--- src/sv/lpht_pkg.sv ---
package lpht_pkg;

  localparam int CAPACITY_DEF  = 1024;
  localparam int INIT_SIZE_DEF = 16;

  localparam int CMD_W   = 2;
  localparam int KEY_W   = 31;
  localparam int PAY_W   = 32;
  localparam int STAT_W  = 2;
  localparam int SLOT_W  = 10;
  localparam int SIZE_W  = 11;
  localparam int ENTRY_W = 1 + KEY_W + PAY_W;

  localparam int ENT_OCC = ENTRY_W - 1;

  typedef logic [SLOT_W-1:0] slot_t;
  typedef logic [SIZE_W-1:0] size_t;

  typedef enum logic [CMD_W-1:0] {
    CMD_INSERT = 2'd0,
    CMD_DELETE = 2'd1,
    CMD_FIND   = 2'd2
  } cmd_t;

  typedef enum logic [STAT_W-1:0] {
    ST_OK        = 2'd0,
    ST_NOT_FOUND = 2'd1,
    ST_FULL      = 2'd2
  } status_t;

endpackage

--- src/sv/lpht_mod.sv ---
module lpht_mod #(
  parameter int SW = 11
) (
  input  logic                     clk,
  input  logic                     rst_n,
  input  logic                     start,
  input  logic [lpht_pkg::KEY_W-1:0] dividend,
  input  logic [SW-1:0]            divisor,
  output logic                     done,
  output logic [SW-1:0]            rem
);

  localparam int CW = $clog2(lpht_pkg::KEY_W);

  logic                       run_r, run_nxt;
  logic                       done_r, done_nxt;
  logic [CW-1:0]              cnt_r, cnt_nxt;
  logic [lpht_pkg::KEY_W-1:0] dvd_r, dvd_nxt;
  logic [SW-1:0]              div_r, div_nxt;
  logic [SW:0]                rem_r, rem_nxt;
  logic [SW:0]                trial;

  always_comb begin
    run_nxt  = run_r;
    done_nxt = 1'b0;
    cnt_nxt  = cnt_r;
    dvd_nxt  = dvd_r;
    div_nxt  = div_r;
    rem_nxt  = rem_r;
    trial    = {rem_r[SW-1:0], dvd_r[lpht_pkg::KEY_W-1]};
    if (start) begin
      run_nxt = 1'b1;
      cnt_nxt = CW'(lpht_pkg::KEY_W - 1);
      dvd_nxt = dividend;
      div_nxt = divisor;
      rem_nxt = '0;
    end else if (run_r) begin
      if (trial >= {1'b0, div_r}) begin
        trial = trial - {1'b0, div_r};
      end
      rem_nxt = trial;
      dvd_nxt = {dvd_r[lpht_pkg::KEY_W-2:0], 1'b0};
      cnt_nxt = cnt_r - 1'b1;
      if (cnt_r == '0) begin
        run_nxt  = 1'b0;
        done_nxt = 1'b1;
      end
    end
  end

  always_ff @(posedge clk) begin
    if (!rst_n) begin
      run_r  <= 1'b0;
      done_r <= 1'b0;
    end else begin
      run_r  <= run_nxt;
      done_r <= done_nxt;
    end
    cnt_r <= cnt_nxt;
    dvd_r <= dvd_nxt;
    div_r <= div_nxt;
    rem_r <= rem_nxt;
  end

  assign done = done_r;
  assign rem  = rem_r[SW-1:0];

endmodule

--- config.mk ---
export PLATFORM = sky130hd
export DESIGN_NAME = lpht_mod
export DESIGN_NICKNAME = d
export VERILOG_FILES = /design/src/sv/lpht_pkg.sv /design/src/sv/lpht_mod.sv
export SDC_FILE = /design/constraint.sdc
export NUM_CORES = 1
export LEC_CHECK = 0
export BUFFER_PORTS_ARGS = -buffer_cell sky130_fd_sc_hd__buf_2
export CAP_MARGIN = 20
export CORE_MARGIN = 4
export CORE_UTILIZATION = 55
export DETAILED_ROUTE_END_ITERATION = 10
export PLACE_DENSITY = 0.79
export SLEW_MARGIN = 40
export SYNTH_ARGS = -nofsm -noshare
export SYNTH_HDL_FRONTEND = slang
export SYNTH_SLANG_ARGS = --single-unit
--- constraint.sdc ---
create_clock -name clk -period 3.05 [get_ports clk]
set_input_delay 0.4575 -clock clk [delete_from_list [all_inputs] [get_ports clk]]
set_output_delay 0.4575 -clock clk [all_outputs]
set_load 0.01 [all_outputs]
Word-level counts from Yosys, hierarchy flattened
Cells that the tools add are included.
Widths: inputs -> output; s select.
{"block": "classes", "add_sub_neg": 2, "multipliers": 0, "div": 0, "order_cmp": 1, "eq_ne": 0, "n_shift": 0, "muxes": 7, "bitwise": 2, "n_reduce_logical": 3}
{"cell": "$mux 31", "count": 2}
{"cell": "$ge 12x11->1", "count": 1}
{"cell": "$mux 11", "count": 1}
{"cell": "$sub 11x11->11", "count": 1}
{"cell": "$logic_not 5->1", "count": 1}
{"cell": "$sub 5x1->5 const B", "count": 1}
{"cell": "$mux 1", "count": 4}
{"cell": "$reduce_or 3->1", "count": 1}
{"cell": "$not 1->1", "count": 2}
{"cell": "$reduce_bool 2->1", "count": 1}
{"block": "word_totals", "reg_bits": 60, "latch_bits": 0, "ram_bits": 0, "rom_bits": 0, "wordCells": 21, "mem_count": 0}

Logic depth before layout (Yosys ltp)
{"block": "depth", "depth_word": 4, "mapped_depth": 10, "depth_no_buf": 9}

Worst setup path after synthesis
OpenSTA, ideal clock, no wires.
{"block": "synth_timing", "path_kind": "register to register", "startpoint": "register dvd_r[30] (netlist name)", "endpoint": "register rem_r[4]", "arrival_time_ns": 2.239, "required_time_ns": 2.959, "setup_slack_ns": 0.720, "stages_incl_launch_ff": 10, "path_buffers": 0, "period_less_slack_ns": 2.330, "path_cell_list": "edfxtp_1 > inv_1 > ha_1 > fa_1 > nand2b_1 > a21oi_2 > o2111a_1 > o2111ai_2 > a211o_1 > a311oi_1"}
{"block": "synth_via", "elab_chain_len": 2, "word_cells_on_any_way": 3, "classes_between": "add/sub (1); order compare (1); mux (1)"}
{"element": "from (decl)", "line_no": "lpht_mod.sv:18", "source": "logic [lpht_pkg::KEY_W-1:0] dvd_r, dvd_nxt;"}
{"element": "from (signal assigned)", "line_no": "lpht_mod.sv:60", "source": "dvd_r <= dvd_nxt;"}
{"element": "$sub 11x11->11 or $ge 12x11->1 (tied branches)", "line_no": "lpht_mod.sv:39, lpht_mod.sv:38"}
{"element": "$mux 11 *", "line_no": "lpht_mod.sv:38", "source": "if (trial >= {1'b0, div_r}) begin"}
{"element": "to (signal assigned)", "line_no": "lpht_mod.sv:62", "source": "rem_r <= rem_nxt;"}
{"element": "to (decl)", "line_no": "lpht_mod.sv:20", "source": "logic [SW:0] rem_r, rem_nxt;"}
Mark *: on every way between the ends. The rest lies on a longest branch, timed or not.
A chain may end at the register's enable or synchronous reset.

Worst setup path after layout
Same ends and word-level chain as after synthesis.

==> flow_metrics.py <==
metrics = {
    "cts": {
        "cts_buffer_depth": 2,
        "cts_root_buf": "clkbuf_8",
        "numCtsBuffers": 9,
        "clock_latency_ns": 0.33,
        "path_clk_slew_ns": 0.07,
        "htree_num_levels": 3,
        "cts_setup_buffers": 0,
        "cts.sinks": 60,
        "holdBufCountCts": 0,
        "cts_resized": 0,
        "cts_tree": "done",
    },
    "synth": {
        "netlist_area_um2": 3088,
        "synth.avg_cell_area_um2": 11.88,
        "synth_top_area_share_pct": 40.84,
        "ys_ff_latch": 60,
        "synthTopCellsByArea": "edfxtp_1 (41%), dfxtp_1 (12%), mux2_2 (11%), ha_1 (5.3%), nand2b_1 (2.4%)",
        "async_reset_ff_share_pct": 0,
        "syn_inst": 260,
        "synth_cell_types": 50,
        "yosysSeqAreaShare_pct": 52.51,
        "synth-edff-count": 42,
        "ys.flop_type": "edfxtp_1",
        "yosys_warnings": 0,
        "yosys.area.top_type": "edfxtp_1",
        "syn_nets": 319,
    },
    "layout": {
        "synthToLayoutAreaGrowth_pct": 17.63,
        "multi_input_area_um2": 1333,
        "diodes": 0,
        "final_cell_mix": "buf_2 (56), edfxtp_1 (42), mux2_2 (30)",
        "final_common_cell": "buf_2",
        "finalInstanceArea_um2": 3632,
        "nFillCells": 442,
        "final_nets": 376,
        "drive_above_1_share_pct": 34.16,
        "regArea_um2": 1622,
    },
    "critical_path": {
        "end_kind": "flop",
        "rr_worst_depth": 9,
        "rr_endpoint": "rem_r[4]$_SDFFE_PP0P_",
        "ff2ff_setup_slack_ns": 0.48,
        "timing.rr.start": "dvd_r[30]$_DFFE_PP_",
        "cp.required_ns": 3.30,
        "worst_setup_path_start_kind": "flop",
        "critical_path_class": "reg -> reg",
        "cp.arrival_ns": 2.82,
        "critical_path_peak_fanout": 9,
    },
    "detailed_routing": {
        "drtIter0Drc": 206,
        "routedWlPerCell_um": 15.47,
        "drt-total-wl_um": 6095,
        "post-route-drc-count": 0,
        "num_vias": 2188,
        "antenna_left": 0,
        "first_pass_iters": 4,
        "drt-vias-per-instance": 5.553,
    },
    "timing": {
        "fin_crit_ns": 2.571,
        "worstMarginPinSlew_ns": 0.6965,
        "slew_viol_final": 0,
        "setup_tns_ns": 0,
        "hold_viol": 0,
        "finClkSkew_ns": 0.008590,
        "max_slew_margin_pct": 53.57,
        "fin_crit_sh_pct": 84.30,
        "max_freq_mhz": 388.9,
        "holdWs_ns": 0.3031,
        "setup_violations": 0,
        "rsz0062_at_grt": "no",
    },
    "min_path": {
        "min_to": "div_r[6]$_DFFE_PP_",
        "hold_depth": 1,
        "hp-start": "divisor[6]",
        "hold_path.class": "in -> reg",
    },
    "placed_design": {
        "numPortBuffers": 56,
        "placed_area_um2": 3418,
        "hpwl_um": 4218,
        "globalplace.congestion": 0.8263,
    },
    "grt": {
        "grt_max_degree": 64,
        "grt_use_met2_pct": 28.79,
        "grt_pass1_wl_um": 10280,
        "antenna_found_initial": 0,
        "use_met3_pct": 5.258,
        "met1_usage_pct": 24.82,
        "overflow": 0,
        "busiest_layer": "met2",
        "grt_pass1_vias": 2159,
        "gr-usage-all-layers_pct": 18.73,
    },
    "die": {
        "core-area_um2": 5473,
        "initial_core_util_pct": 56.42,
        "die_w_um": 82.93,
        "row_count": 27,
        "io_pins": 57,
        "die_h_um": 82.93,
        "die_area_um2": 6877,
    },
    "power": {
        "p_leak_nw": 1.485,
        "vdd_drop_max_mv": 0.3927,
        "power_density_nw_per_um2": 594.8,
    },
    "flow_run": {
        "drv_cap": 0,
    },
    "run_status": {
        "status": "complete, no violations",
    },
}
-- how the worst max path moves through the flow --
stage	from	end	slack (ns)	cells past startpoint
after floorplan	dvd_r[30]$_DFFE_PP_	rem_r[4]$_SDFFE_PP0P_	0.72	9
after global placement	dvd_r[30]$_DFFE_PP_	rem_r[7]$_SDFFE_PP0P_	0.61	9
after detailed placement	dvd_r[30]$_DFFE_PP_	rem_r[7]$_SDFFE_PP0P_	0.52	9
after CTS	dvd_r[30]$_DFFE_PP_	rem_r[4]$_SDFFE_PP0P_	0.50	9
after global routing	dvd_r[30]$_DFFE_PP_	rem_r[2]$_SDFFE_PP0P_	0.26	9
final	dvd_r[30]$_DFFE_PP_	rem_r[4]$_SDFFE_PP0P_	0.48	9
-- Yosys cell counts (2+ instances only) --
cell type,instances
nor2_1,16
edfxtp_1,42
a211oi_1,2
xnor2_1,6
dfxtp_1,18
a41oi_1,3
a21boi_0,2
nand2_1,8
ha_1,13
o311ai_0,2
inv_1,19
a21oi_1,6
nor3_1,3
o21ai_0,15
and2_1,2
o31ai_1,2
o21a_1,3
nor2b_1,4
nand2b_1,12
or4_1,2
a311oi_1,5
nand3_1,5
clkbuf_1,8
o32ai_1,2
xor2_1,3
mux2_2,30
o2111a_1,3
buf_2,2
-- critical path, cell delays in order (launching register included) --
cell	delay, ns
edfxtp_1	0.34
inv_1	0.05
ha_1	0.22
fa_1	0.40
nand2b_1	0.19
a21oi_2	0.17
o2111a_1	0.25
o2111ai_2	0.26
a211o_1	0.35
a311oi_1	0.25
-- logic make-up (layout without fill, tap and decap cells) --
group                    count (synthesis)  in the layout  synth area share [%]
flip-flops                              60             60                 52.51
multiplexers                            30             30                 10.94
buffers and inverters                   32             94                 4.336
XOR/XNOR                                 9              9                 2.553
AND/OR/NAND/NOR                         61             61                 10.58
AO/OA/AOI/OAI                           54             54                 13.17
adder cells (fa/ha/maj)                 14             14                 5.916
-- metal layers --
layer  vias up  part of all wire (%)  wire, um
li1       1078                     -         -
met1      1045                    45      2721
met2        57                    48      2910
met3         8                   6.4       392
met4         0                   1.1        70
met5         -                     0         0
-- flip-flops by register name, indices dropped and copies added (netlist names) --
name	flops
dvd_r	31
done	1
rem_r	11
cnt_r	5
run_r	1
div_r	11
-- area by class of cell --
| type | instances | area share [%] |
|---|---|---|
| clock buffers | 9 | 3.410 |
| clock inverters | 7 | 2.480 |
| inverters | 19 | 1.963 |
| multi-input cells | 168 | 36.69 |
| flip-flops and latches | 60 | 44.64 |
| well taps | 72 | 2.480 |
| repair buffers | 59 | 8.336 |
-- per-stage QoR --
stage / worst slack (ns) / total power [mW] / utilization [%] / std cells
global route: 0.2583 / 2.272 / 66.37 / 394
CTS: 0.4996 / 2.172 / 66.37 / 394
floorplan: 0.7201 / 1.279 / - / 260
global placement: 0.6084 / 1.377 / 62.46 / 378
detailed placement: 0.5193 / 1.389 / 62.46 / 378
finish: 0.4787 / 2.161 / 66.37 / 394
-- where the power goes --
group	leakage, nW	switching (mW)	internal (mW)
Clock	0.109	0.329	0.457
Combinational	0.808	0.208	0.172
Sequential	0.568	0.0361	0.958
Note: power is estimated with default switching activity, not from simulation.
